--- src/rtl/sktab_pkg.sv ---
// Shared types and constants for the sorted key/value table.
// Holds the transfer payload structs, command and status codes, and cell operations.
// No dependencies.
`timescale 1ns / 1ps
`default_nettype none

package sktab_pkg;

    localparam logic [1:0] CMD_READ   = 2'd0;
    localparam logic [1:0] CMD_INSERT = 2'd1;
    localparam logic [1:0] CMD_REMOVE = 2'd2;

    localparam logic [1:0] STATUS_OK   = 2'd0;
    localparam logic [1:0] STATUS_MISS = 2'd1;
    localparam logic [1:0] STATUS_FULL = 2'd2;

    localparam int DATA_W  = 32;
    localparam int COUNT_W = 7;

    typedef struct packed {
        logic [1:0]        command;
        logic [DATA_W-1:0] key;
        logic [DATA_W-1:0] value;
    } req_t;

    typedef struct packed {
        logic [DATA_W-1:0]  read_value;
        logic               found;
        logic [1:0]         status;
        logic [COUNT_W-1:0] entry_count;
    } rsp_t;

    typedef enum logic [1:0] {
        OP_NONE   = 2'd0,
        OP_UPDATE = 2'd1,
        OP_INSERT = 2'd2,
        OP_REMOVE = 2'd3
    } cell_op_t;

    typedef struct packed {
        logic     capture;
        cell_op_t op;
    } cell_ctrl_t;

endpackage

`default_nettype wire

--- src/rtl/sktab_cell.sv ---
// One slot of the sorted table: a key/value pair, its compare flags and the shift muxes.
// Depends on sktab_pkg for the cell control struct and operation codes.
`timescale 1ns / 1ps
`default_nettype none

module sktab_cell #(
    parameter int KEY_WIDTH   = 32,
    parameter int VALUE_WIDTH = 32
) (
    input  wire                          aclk,
    input  wire                          aresetn,
    input  sktab_pkg::cell_ctrl_t        ctrl,
    input  wire                          occupied,
    input  wire        [KEY_WIDTH-1:0]   cap_key,
    input  wire        [KEY_WIDTH-1:0]   new_key,
    input  wire        [VALUE_WIDTH-1:0] new_value,
    input  wire                          left_below,
    input  wire        [KEY_WIDTH-1:0]   left_key,
    input  wire        [VALUE_WIDTH-1:0] left_value,
    input  wire        [KEY_WIDTH-1:0]   right_key,
    input  wire        [VALUE_WIDTH-1:0] right_value,
    output logic       [KEY_WIDTH-1:0]   key,
    output logic       [VALUE_WIDTH-1:0] value,
    output logic                         below,
    output logic                         match
);

    logic [KEY_WIDTH-1:0]   key_reg;
    logic [VALUE_WIDTH-1:0] value_reg;
    logic                   below_reg;
    logic                   match_reg;

    always_ff @(posedge aclk) begin
        if (!aresetn) begin
            below_reg <= 1'b0;
            match_reg <= 1'b0;
        end else if (ctrl.capture) begin
            below_reg <= occupied && (key_reg < cap_key);
            match_reg <= occupied && (key_reg == cap_key);
        end
    end

    always_ff @(posedge aclk) begin
        case (ctrl.op)
            sktab_pkg::OP_UPDATE: begin
                if (match_reg) begin
                    value_reg <= new_value;
                end
            end
            sktab_pkg::OP_INSERT: begin
                if (!below_reg) begin
                    if (left_below) begin
                        key_reg   <= new_key;
                        value_reg <= new_value;
                    end else begin
                        key_reg   <= left_key;
                        value_reg <= left_value;
                    end
                end
            end
            sktab_pkg::OP_REMOVE: begin
                if (!below_reg) begin
                    key_reg   <= right_key;
                    value_reg <= right_value;
                end
            end
            default: begin
            end
        endcase
    end

    assign key   = key_reg;
    assign value = value_reg;
    assign below = below_reg;
    assign match = match_reg;

endmodule

`default_nettype wire

--- config.mk ---
export PLATFORM = sky130hd
export DESIGN_NAME = sktab_cell
export DESIGN_NICKNAME = d
export VERILOG_FILES = /design/src/rtl/sktab_pkg.sv /design/src/rtl/sktab_cell.sv
export SDC_FILE = /design/constraint.sdc
export NUM_CORES = 1
export LEC_CHECK = 0
export BUFFER_PORTS_ARGS = -buffer_cell sky130_fd_sc_hd__buf_2
export CAP_MARGIN = 40
export CORE_AREA = 2 2 116 118
export DETAILED_ROUTE_END_ITERATION = 8
export DIE_AREA = 0 0 118 120
export PLACE_DENSITY = 0.75
export REMOVE_ABC_BUFFERS = 1
export SKIP_CTS_REPAIR_TIMING = 1
export SLEW_MARGIN = 20
export SYNTH_ARGS = -nofsm -noshare
export SYNTH_HDL_FRONTEND = slang
export SYNTH_SLANG_ARGS = --single-unit
--- constraint.sdc ---
create_clock -name aclk -period 4.2 [get_ports aclk]
set_clock_uncertainty 0.2 [all_clocks]
set_input_delay 0.21 -clock aclk [delete_from_list [all_inputs] [get_ports aclk]]
set_output_delay 0.21 -clock aclk [all_outputs]
set_load 0.01 [all_outputs]
After elaboration in Yosys (flattened, before gate mapping) --
Cells that the tools add are included.
Word-level totals: register bits after elaboration 66, bits in latches 0, RAM bits 0, ROM bits 0, input port bits 231, output and inout port bits 66, memories 0
Operators by class: $add $sub $neg 0, multipliers 0, divide/modulo/power cells 0, $lt $le $gt $ge 1, eq/ne operators 7, shift-type cells 0, multiplexer cells 9, bitwise logic cells 0, reduce and logical (&&, ||, !) cells 6
Operators by type and width (number):
- $mux W32 | 7
- $pmux W32 S3 | 1
- $pmux W32 S2 | 1
- $eq A32 B32 Y1 | 1
- $lt A32 B32 Y1 | 1
- $ne A2 B2 Y1 const B | 3
- $eq A2 B2 Y1 const B | 2
- $reduce_and A4 Y1 | 1
- $reduce_and A3 Y1 | 1
- $reduce_bool A3 Y1 | 1
- $eq A2 B1 Y1 const B | 1
- $logic_and A1 B1 Y1 | 2
- $reduce_bool A2 Y1 | 1

Depth between registers and ports, before layout --
Gate-level depths: netlist of the first run.
depth after elaboration 3, gate-level depth with buffers 7, depth with buffers taken out 7

Least setup slack after synthesis of the first run --
Ideal clock, no wire load.
kind reg-to-reg, from register below_reg, in the netlist below, to register value_reg[0], in the netlist value[0] (enable), data arrival time 2.425 ns, slack 1.199 ns, cell stages (with the launch flop) 3, cell sequence dfxtp_1 nor2_1 a31o_2
Between the ends: word-level cells in the longest chain between the ends 2
RTL lines:
- start, declared | RTL line sktab_cell.sv:30 | logic below_reg;
- start signal, assigned | RTL line sktab_cell.sv:38 | below_reg <= occupied && (key_reg < cap_key);
- $ne A2 B2 Y1 (no line)
- $reduce_and A4 Y1 (no line) *
- end signal, assigned | RTL line sktab_cell.sv:47 | value_reg <= new_value;
- end signal, assigned | RTL line sktab_cell.sv:54 | value_reg <= new_value;
- end signal, assigned | RTL line sktab_cell.sv:57 | value_reg <= left_value;
- end, declared | RTL line sktab_cell.sv:29 | logic [VALUE_WIDTH-1:0] value_reg;
Every way passes the cells marked *; elsewhere a longest branch is shown, timed or not. A chain may end at the register's enable or synchronous reset.

Worst setup path after layout of the first run --
from register key_reg[7], in the netlist key[7], to register below_reg, in the netlist below
Between the ends: word-level cells in the longest chain between the ends 2
RTL lines:
- start, declared | RTL line sktab_cell.sv:28 | logic [KEY_WIDTH-1:0] key_reg;
- start signal, assigned | RTL line sktab_cell.sv:53 | key_reg <= new_key;
- start signal, assigned | RTL line sktab_cell.sv:56 | key_reg <= left_key;
- start signal, assigned | RTL line sktab_cell.sv:63 | key_reg <= right_key;
- $lt A32 B32 Y1 | RTL line sktab_cell.sv:38
- $logic_and A1 B1 Y1 | RTL line sktab_cell.sv:38
Every way passes these cells.

==> summary.txt, run 1 <==
Clocking
  – Clock slew at the register clock pins of the worst setup and hold paths: 0.06 ns
  – CTS sink count: 66
  – Number of H-tree levels: 3
  – TritonCTS clock tree: yes
  – Worst-Skew Late Latency: 0.32 ns
  – Cell chosen for the clock root: sky130_fd_sc_hd__clkbuf_16
  – Number of buffers on the longest clock path: 2
  – Total clock buffers created by CTS: 9

Placement
  – # port buffers: 296
  – Placer Congestion: between 0.7 and 0.8
  – HPWL Detailed: approximately 11000 um

Detailed routing
  – Total Routed Length: 13800 um
  – # DRC: 0
  – Number of DRC markers in iteration 0: between 150 and 200
  – Number of nets still failing antenna checks after routing: 0
  – Count of TritonRoute iterations in the first routing pass: 5
  – Vias after detailed routing: around 4400
  – Post-detailed-route via-to-cell ratio: 4.78
  – Routed WL per cell: roughly 15 um

Yosys
  – Part of the Yosys area used for sequential elements: 48.3%
  – Proportion of netlist area held by the largest area contributor: approximately 47%
  – Most used standard cell by instance count after synthesis: sky130_fd_sc_hd__nand2_1
  – Post-Syn Area: 4060 um2
  – Main area contributors after synthesis: sky130_fd_sc_hd__edfxtp_1, sky130_fd_sc_hd__ha_1, sky130_fd_sc_hd__o21ai_0, sky130_fd_sc_hd__mux2i_1, sky130_fd_sc_hd__nand2_1
  – Syn Inst Count: between 400 and 500
  – Leading area contributor after synthesis: sky130_fd_sc_hd__edfxtp_1
  – Top cells by instance count after synthesis: sky130_fd_sc_hd__nand2_1, sky130_fd_sc_hd__o21ai_0, sky130_fd_sc_hd__edfxtp_1
  – Average cell area after synthesis: approximately 9.9 um2
  – Number of flops mapped to enable cells by yosys: 64
  – Most used flip-flop cell after synthesis: sky130_fd_sc_hd__edfxtp_1
  – Synth cell types: 33
  – Total of warnings raised by yosys: 0
  – Synth Register Bits: 66
  – Fraction of registers with async set or reset after synthesis: 0%

Power
  – Power per cell area: approximately 320 nW/um2
  – Cell internal pwr: 1.54 mW
  – Max VDD drop: between 0.15 and 0.2 mV
  – Switching power total: 0.527 mW
  – Combinational share of power: 22.1%
  – Leakage power summed over all cells: 3.18 nW
  – Switching part of the total power: around a quarter
  – Power share of the clock group: 38.3%
  – Relative contribution of sequential cells to total power: 39.7%
  – Overall Power: 2.06 mW

GRT
  – Pin count of the biggest net entering global routing: between 50 and 60
  – Global-route wire length before repair: 20400 um
  – Vias in the first global route: about 4300
  – Total Routing Usage GR: between 15 and 20%
  – Total gr overflow: 0
  – Initial antenna violation count: 1

Critical path
  – Crit-path max cell delay: 0.40 ns
  – Data arrival at the endpoint of the critical path: around 2.2 ns
  – Reg-to-Reg End: below
  – Buffers and inverters on the worst path: 0
  – Critical Path Sink Type: flop
  – Launching element type of the critical path: flop
  – Reg-to-reg slack, setup: 2.08 ns
  – Beginning of the worst register-to-register path: key[7]
  – Biggest fanout along the worst timing path: 2
  – Number of cell instances on the worst register-to-register path: 6
  – Worst EP required: 4.25 ns
  – Crit Path Category: reg2reg
  – Critical path's top delay family: compound AO/OA/AOI/OAI gates
  – Cell-by-cell listing of the critical path: ha_1 -> a21oi_1 -> o21ai_0 -> a221o_1 -> o311a_1 -> a211oi_2
  – Cell type of the slowest stage on the worst timing path: sky130_fd_sc_hd__edfxtp_1

Hold path
  – Number of instances on the worst hold path: 3
  – Hold Startpoint: new_value[23]
  – Path type of the worst min-delay path: in2reg
  – Endpoint of the worst hold-timing path: value[23]

Outcome
  – Status: complete, but fails checks
  – Failing checks: negative hold slack

Floorplan
  – Number of I/O pins: 297
  – Core footprint: about 13000 um2
  – Overall die area: about 14000 um2
  – Die Span X: 118 um
  – Starting density of the core: a little under a third
  – Count of standard-cell rows: 42
  – Die Span Y: 120 um

Timing
  – Number of hold violations in the final report: 13
  – Max-slew violation count: 0
  – Timing-limited maximum frequency: 0.472 GHz
  – Headroom to the max-slew limit: between 70% and 80%
  – Aggregate negative setup slack: 0 ns
  – Setup violators final: 0
  – Transition time of the tightest slew-check pin: 0.448 ns
  – Hold_ws: -0.0357 ns
  – RSZ-0062 raised after global routing: no
  – Post-route clock period utilization: 50.4%
  – Tmin final: 2.12 ns

Layout
  – Fraction of final layout cells sized beyond drive strength 1: 43.9%
  – Number of fill cells: around 1200
  – Total area of multi-input combinational cells: 1880 um2
  – Area grow syn2layout: 59.4%
  – Register area: 1960 um2
  – Total Nets Final: 1001

Flow run
  – Maxcap violations: 0
tightest hold or removal path, stage by stage:
cell and delay [ns]:
sky130_fd_sc_hd__buf_2 0.07, sky130_fd_sc_hd__nand2_1 0.03, sky130_fd_sc_hd__o21ai_0 0.05
per-layer routing:
metal	up-vias	global-route usage (%)	part of all wire, %
met4	0	5.80	1.7
met2	220	34.6	53
met1	2000	20.3	38
met3	17	4.28	7.0
met5	-	0	0
li1	2158	-	-
stage by stage:
step / setup WS (ns) / instances / utilization, % / cell area [um2]
floorplan: 1.04 / 386 / - / 3960
global placement: 2.09 / 864 / 44.1 / 5720
detailed placement: 2.08 / 865 / 44.3 / 5740
CTS: 2.07 / 881 / 46.6 / 6050
global route: 1.97 / 920 / 49.9 / 6470
finish: 2.08 / 920 / 49.9 / 6470
power groups by stage:
| stage | Sequential, mW | Combinational [mW] | Clock, mW |
|---|---|---|---|
| after floorplan | 0.858 | 0.159 | 0 |
| after global placement | 0.830 | 0.413 | 0 |
| after detailed placement | 0.833 | 0.424 | 0 |
| after CTS | 0.819 | 0.424 | 0.809 |
| after global routing | 0.824 | 0.508 | 0.839 |
| final | 0.819 | 0.455 | 0.789 |
area by class of cell:
cell class / count / share of cell area [%]
flip-flops and latches: 66 / 30.3
clock buffers: 10 / 3.54
clock inverters: 6 / 1.26
well taps: 176 / 3.40
multi-input cells: 285 / 29.1
repair buffers: 341 / 30.3
diodes: 1 / 0.0387
inverters: 35 / 2.03
placed cells by master (no fill, tap or decap), drive strengths merged:
cell type,count
nand2,72
nor4,2
o21ai,68
nand2b,2
mux2i,32
bufinv,2
nor2,6
clkbuf,10
a22oi,31
a2111oi,1
clkinvlp,1
a21boi,2
a21o,1
nor3b,1
ha,32
inv,35
nor2b,1
a211oi,2
o211ai,2
o311a,1
buf,305
and2,1
nand3,4
dlygate4sd3,36
clkinv,3
a21oi,14
a221o,1
nand4,7
dfxtp,2
nor3,1
diode,1
edfxtp,64
a31o,1
worst max path at each step:
stage	cells after the start	start	endpoint	slack [ns]
5_1_grt	6	key[14]	below	1.97
2_1_floorplan	3	ctrl[1]	value[0]	1.04
3_5_place_dp	6	key[7]	below	2.08
4_1_cts	6	key[7]	below	2.07
3_3_place_gp	3	ctrl[1]	key[3]	2.09
6_report	6	key[7]	below	2.08
kinds of logic after synthesis:
family          synth area share, %
compound gates                 18.3
simple gates                   10.0
flops                          48.3
buf+inv                        5.64
mux                            7.89
fa+ha+maj                      9.86
No activity file was read; power rests on OpenSTA's default activity.
==> run 2: changes to the inputs <==
==> constraint.sdc (replaced) <==
create_clock -name aclk -period 2.1 [get_ports aclk]
set_clock_uncertainty 0.2 [all_clocks]
set_input_delay 0.105 -clock aclk [delete_from_list [all_inputs] [get_ports aclk]]
set_output_delay 0.105 -clock aclk [all_outputs]
set_load 0.01 [all_outputs]
==> run 2 against run 1 <==
Effect of this change:
- utilization up 5.9 points
- hold slack worse by 0.016 ns
- register-to-register slack worse by 2.0 ns
- setup slack worse by 2.0 ns
- critical path depth unchanged
- count of clock-buffer cells in the layout up 1
- largest power group unchanged
- first-iteration DRC count down 4.1%
- combinational power up 140%
- the run still ends with negative hold slack left
==> summary.txt, run 2 (synthesized netlist as in run 1, its figures left out) <==
Outcome
  – Status: complete, but fails checks
  – Failing checks: negative hold slack

Placement
  – # port buffers: 296
  – Worst setup slack after placement: -0.0267 ns
  – Placer Congestion: 0.843
  – HPWL Detailed: 10800 um

GRT
  – Initial antenna violation count: 0
  – Vias in the first global route: 4170
  – Global-route wire length before repair: 20500 um
  – Pin count of the biggest net entering global routing: 47
  – Total Routing Usage GR: a little under a fifth
  – Total gr overflow: 0

Power
  – Relative contribution of sequential cells to total power: 39.2%
  – Leakage power summed over all cells: 3.47 nW
  – Combinational share of power: 26.1%
  – Power per cell area: 578 nW/um2
  – Switching power total: approximately 1.1 mW
  – Switching part of the total power: between 20% and 30%
  – Power share of the clock group: 34.7%
  – Max VDD drop: about 0.35 mV
  – Cell internal pwr: a little over 3 mW

Timing
  – Timing-limited maximum frequency: 0.488 GHz
  – Hold_ws: -0.0513 ns
  – Number of hold violations in the final report: 11
  – Post-route clock period utilization: 97.6%
  – Max-slew violation count: 0
  – Setup violators final: 0
  – Transition time of the tightest slew-check pin: 0.723 ns
  – Headroom to the max-slew limit: 51.7%
  – PnR worst setup slack: 0.0514 ns
  – Tmin final: 2.05 ns

Critical path
  – Launching element type of the critical path: flop
  – Beginning of the worst register-to-register path: key[10]
  – Reg-to-Reg End: below
  – Worst EP required: 2.16 ns
  – Crit Path Category: reg2reg
  – Data arrival at the endpoint of the critical path: 2.11 ns
  – Critical Path Sink Type: flop
  – Number of cell instances on the worst register-to-register path: 6
  – Reg-to-reg slack, setup: 0.05 ns
  – Biggest fanout along the worst timing path: 2

Detailed routing
  – Routed WL per cell: 15.5 um
  – Number of nets still failing antenna checks after routing: 0
  – Sum of met2 wire segment lengths after detailed routing: between 8000 and 9000 um
  – # DRC: 0
  – Met3 WL post-DR: around 1200 um
  – Post-detailed-route via-to-cell ratio: 4.78
  – Met1 routed wirelength after detailed routing: 5720 um
  – Count of TritonRoute iterations in the first routing pass: 5
  – Uppermost routed layer: met4
  – Vias after detailed routing: roughly 4700
  – Number of DRC markers in iteration 0: approximately 190
  – Total Routed Length: 15300 um

Layout
  – Number of fill cells: 1132
  – Most frequent cells in the layout: sky130_fd_sc_hd__buf_2, sky130_fd_sc_hd__dlygate4sd3_1, sky130_fd_sc_hd__nand2_1
  – Most common library cell in the layout ignoring fill and taps: sky130_fd_sc_hd__buf_2
  – Total Nets Final: 1071
  – Inserted Diodes: 0
  – Fraction of final layout cells sized beyond drive strength 1: 41.5%
  – Area grow syn2layout: 78.3%

Floorplan
  – Count of standard-cell rows: 42
  – Die Span X: ~120 um
  – Overall die area: ~14000 um2
  – Die Span Y: roughly 120 um
  – Starting density of the core: a little under a third
  – Number of I/O pins: 297
  – Core footprint: 13000 um2

Clocking
  – Total clock buffers created by CTS: 9
  – Worst-Skew Late Latency: between 0.3 and 0.4 ns
  – Number of buffers on the longest clock path: 2
  – TritonCTS clock tree: yes
  – Clock slew at the register clock pins of the worst setup and hold paths: 0.06 ns
  – Number of H-tree levels: 3
  – Cell chosen for the clock root: sky130_fd_sc_hd__clkbuf_16
  – CTS sink count: 66

Hold path
  – Number of instances on the worst hold path: 3
  – Hold Startpoint: left_value[7]
  – Path type of the worst min-delay path: in2reg
  – Endpoint of the worst hold-timing path: value[7]

Flow run
  – Maxcap violations: 0
==> run 2: cell count changes in the layout (fill, tap and decap cells not counted), moves of 2 or more <==
| cell | previous run | this run |
|---|---|---|
| sky130_fd_sc_hd__buf_4 | 6 | 9 |
| sky130_fd_sc_hd__buf_16 | 2 | 0 |
| sky130_fd_sc_hd__ha_4 | 0 | 7 |
| sky130_fd_sc_hd__buf_12 | 1 | 4 |
| sky130_fd_sc_hd__ha_1 | 32 | 25 |
| sky130_fd_sc_hd__dlygate4sd3_1 | 36 | 102 |
| sky130_fd_sc_hd__clkinv_2 | 2 | 0 |
| sky130_fd_sc_hd__nor4_2 | 0 | 2 |
| sky130_fd_sc_hd__clkinv_1 | 1 | 4 |
| sky130_fd_sc_hd__nor4_1 | 2 | 0 |
==> run 2: how the worst max path moves through the flow <==
stage / start / endpoint / slack (ns) / cells after the start
2_1_floorplan: ctrl[1] / value[0] / -0.95 / 3
3_3_place_gp: key[30] / below / 0.01 / 7
3_5_place_dp: key[14] / below / -0.03 / 6
4_1_cts: key[14] / below / -0.03 / 6
5_1_grt: key[22] / below / -0.002 / 6
6_report: key[10] / below / 0.05 / 6
==> run 2: stage by stage <==
stage                     area (um2)  utilization [%]  instances  total power, mW  setup TNS [ns]
final                           7240             55.8        989             4.19               0
after CTS                       6090             47.0        885             3.99         -0.0320
after detailed placement        5820             44.8        869             2.53         -0.0267
after global routing            7240             55.8        989             4.41        -0.00202
after global placement          5810             44.8        869             2.50               0
after floorplan                 3960                -        386             2.04          -40.88
==> run 2: cell type report <==
type                    instances  area [um2]  share of cell area (%)
clock buffers                  11         233                    3.21
well taps                     176         220                    3.04
multi-input cells             285        2000                    27.6
clock inverters                 5        45.0                   0.622
inverters                      35         131                    1.81
repair buffers                411        2650                    36.6
flip-flops and latches         66        1960                    27.1
==> run 2: per-layer routing <==
layer	GRT usage [%]	vias to the layer above
li1	-	2303
met1	20.5	2159
met2	34.2	244
met3	5.66	26
met4	6.63	0
met5	0	-
==> run 2: critical path, stage by stage, from the launching register on <==
cell and delay, ns:
sky130_fd_sc_hd__edfxtp_1 0.41, sky130_fd_sc_hd__ha_1 0.31, sky130_fd_sc_hd__nand4_1 0.16, sky130_fd_sc_hd__nor2_1 0.06
sky130_fd_sc_hd__a221o_1 0.29, sky130_fd_sc_hd__o311a_1 0.36, sky130_fd_sc_hd__a211oi_2 0.18
==> run 2: power by group through the flow <==
stage | sequential [mW] | clock [mW] | combinational (mW)
floorplan | 1.72 | 0 | 0.318
global placement | 1.65 | 0 | 0.848
detailed placement | 1.66 | 0 | 0.865
CTS | 1.64 | 1.49 | 0.867
global route | 1.65 | 1.55 | 1.20
finish | 1.64 | 1.45 | 1.09
==> run 3: changes to the inputs <==
--- a/config.mk
+++ b/config.mk
@@ -5,12 +5,12 @@
 export SDC_FILE = /design/constraint.sdc
 export NUM_CORES = 1
 export LEC_CHECK = 0
-export BUFFER_PORTS_ARGS = -buffer_cell sky130_fd_sc_hd__buf_2
 export CAP_MARGIN = 40
-export CORE_AREA = 2 2 116 118
+export CORE_AREA = 2 2 114 116
 export DETAILED_ROUTE_END_ITERATION = 8
-export DIE_AREA = 0 0 118 120
-export PLACE_DENSITY = 0.75
+export DIE_AREA = 0 0 116 118
+export DONT_BUFFER_PORTS = 1
+export PLACE_DENSITY = 0.56
 export REMOVE_ABC_BUFFERS = 1
 export SKIP_CTS_REPAIR_TIMING = 1
 export SLEW_MARGIN = 20
==> constraint.sdc (replaced) <==
create_clock -name aclk -period 2.1 [get_ports aclk]
set_clock_uncertainty 0.2 [all_clocks]
set_input_delay 0.105 -clock aclk [delete_from_list [all_inputs] [get_ports aclk]]
set_output_delay 0.105 -clock aclk [all_outputs]
set_load 0.1 [all_outputs]
==> run 3 against run 2 <==
Effect of this change:
- the run still ends with negative hold slack left
- via count fell by 17%
- utilization fell by 3.1 points
- sequential power barely moved
- cell count fell by 21%
- sequential share of layout area rose by 2.9 points
- global-route usage fell by 2.1 points
- non-clock buffer count fell by 202
- clock power rose by 21%
- final area fell by 9.6%
- maximum frequency rose by 1.1%
- critical path type unchanged
- highest routed layer unchanged
==> summary.txt, run 3 (synthesized netlist as in run 1, its figures left out) <==
Critical path
  – Crit-path max cell delay: 0.44 ns
  – Worst EP required: around 2.2 ns
  – Critical Path Sink Type: flop
  – Biggest fanout along the worst timing path: 3
  – Data arrival at the endpoint of the critical path: approximately 2.1 ns
  – Launching element type of the critical path: flop
  – Crit Path Category: reg2reg
  – Cell-by-cell listing of the critical path: ha_4 -> a21oi_2 -> nand2_1 -> a221o_1 -> o311a_1 -> a211oi_2
  – Critical path's top delay family: compound AO/OA/AOI/OAI gates
  – Cell type of the slowest stage on the worst timing path: sky130_fd_sc_hd__edfxtp_1
  – Buffers and inverters on the worst path: 0

GRT
  – Total gr overflow: 0
  – Met3 layer usage reported by global route: 3.30%
  – Vias in the first global route: 3413
  – Met1 GRT Util: 18.6%
  – Global-route wire length before repair: roughly 17000 um
  – Met2 Track Usage GR: 29.6%
  – Busiest layer in global routing: met2
  – Pin count of the biggest net entering global routing: 38
  – Initial antenna violation count: 0
  – Total Routing Usage GR: 16.6%

Floorplan
  – Die Span X: 116 um
  – Starting density of the core: around 33%
  – Number of I/O pins: slightly below 300
  – Count of standard-cell rows: 41
  – Core footprint: around 12000 um2
  – Overall die area: 13700 um2
  – Die Span Y: 118 um

Clocking
  – Number of H-tree levels: 3
  – TritonCTS clock tree: yes
  – Cell chosen for the clock root: sky130_fd_sc_hd__clkbuf_16
  – Number of buffers on the longest clock path: 2
  – CTS sink count: 66
  – Clock slew at the register clock pins of the worst setup and hold paths: 0.06 ns
  – Total clock buffers created by CTS: 9
  – Worst-Skew Late Latency: 0.33 ns

Layout
  – Most frequent cells in the layout: sky130_fd_sc_hd__dlygate4sd3_1, sky130_fd_sc_hd__buf_4, sky130_fd_sc_hd__nand2_1
  – Number of fill cells: 1079
  – Fin area: 6550 um2
  – Register area: 1960 um2
  – Fraction of final layout cells sized beyond drive strength 1: 18.7%
  – Total Nets Final: 869
  – Inserted Diodes: 0
  – Util after Layout: between 50% and 60%
  – Most common library cell in the layout ignoring fill and taps: sky130_fd_sc_hd__dlygate4sd3_1
  – Total area of multi-input combinational cells: approximately 2000 um2
  – Area grow syn2layout: 61.2%

Timing
  – Post-route clock period utilization: 96.4%
  – Headroom to the max-slew limit: approximately 65%
  – PnR worst setup slack: 0.0747 ns
  – Number of hold violations in the final report: 2
  – Setup violators final: 0
  – Aggregate negative setup slack: 0 ns
  – Timing-limited maximum frequency: 0.494 GHz
  – Hold_ws: -0.0490 ns
  – Tmin final: 2.03 ns
  – Max-slew violation count: 0
  – Transition time of the tightest slew-check pin: 0.530 ns

Detailed routing
  – Vias after detailed routing: 3950
  – Number of DRC markers in iteration 0: ~120
  – Routed WL per cell: 17.2 um
  – Number of nets still failing antenna checks after routing: 0
  – Post-detailed-route via-to-cell ratio: 5.04
  – Count of TritonRoute iterations in the first routing pass: 5
  – # DRC: 0
  – Total Routed Length: ~13000 um

Placement
  – # port buffers: 0
  – HPWL Detailed: 9440 um
  – Placed Instance Area: approximately 4800 um2
  – Placer Congestion: 0.755
  – Worst setup slack after placement: -0.00656 ns

Power
  – Max VDD drop: 0.400 mV
  – Power per cell area: 775 nW/um2
  – Leakage power summed over all cells: 2.77 nW
  – Overall Power: 5.07 mW

Outcome
  – Status: complete, but fails checks
  – Failing checks: negative hold slack

Flow run
  – Maxcap violations: 0

Hold path
  – Path type of the worst min-delay path: in2reg
[run 3: path summary, 6_finish.rpt]
kind                      from  endpoint  slack, ns  cells after the start
hold / removal    left_key[13]   key[13]      -0.05                      2
hold reg to reg          below     below       0.41                      2
setup / recovery       key[14]     below       0.07                      6
setup reg to reg       key[14]     below       0.07                      6
[run 3: final cells by class]
class	instances	area share, %
flip-flops and latches	66	30.0
clock buffers	9	3.44
inverters	35	2.01
multi-input cells	285	30.2
clock inverters	7	1.80
repair buffers	209	29.2
well taps	172	3.29
[run 3: through the flow]
stage / hold slack (ns) / instances
after global routing: 0.00266 / 783
after floorplan: 0.0487 / 386
after global placement: 0.0582 / 633
after CTS: -0.286 / 650
after detailed placement: 0.0734 / 634
final: -0.0490 / 783
[run 3: report_power, final]
group / total (mW) / internal, mW / leakage [nW] / switching, mW
Clock: 1.75 / 1.16 / 0.169 / 0.588
Combinational: 1.68 / 0.555 / 1.96 / 1.12
Sequential: 1.65 / 1.59 / 0.645 / 0.0568
[run 3: metal layers]
metal  wire length (um)  share of wire, %  vias to the layer above
li1                   -                 -                     1896
met1               5000                37                     1813
met2               7040                52                      213
met3               1050               7.8                       28
met4                411               3.0                        0
met5                  0                 0                        -
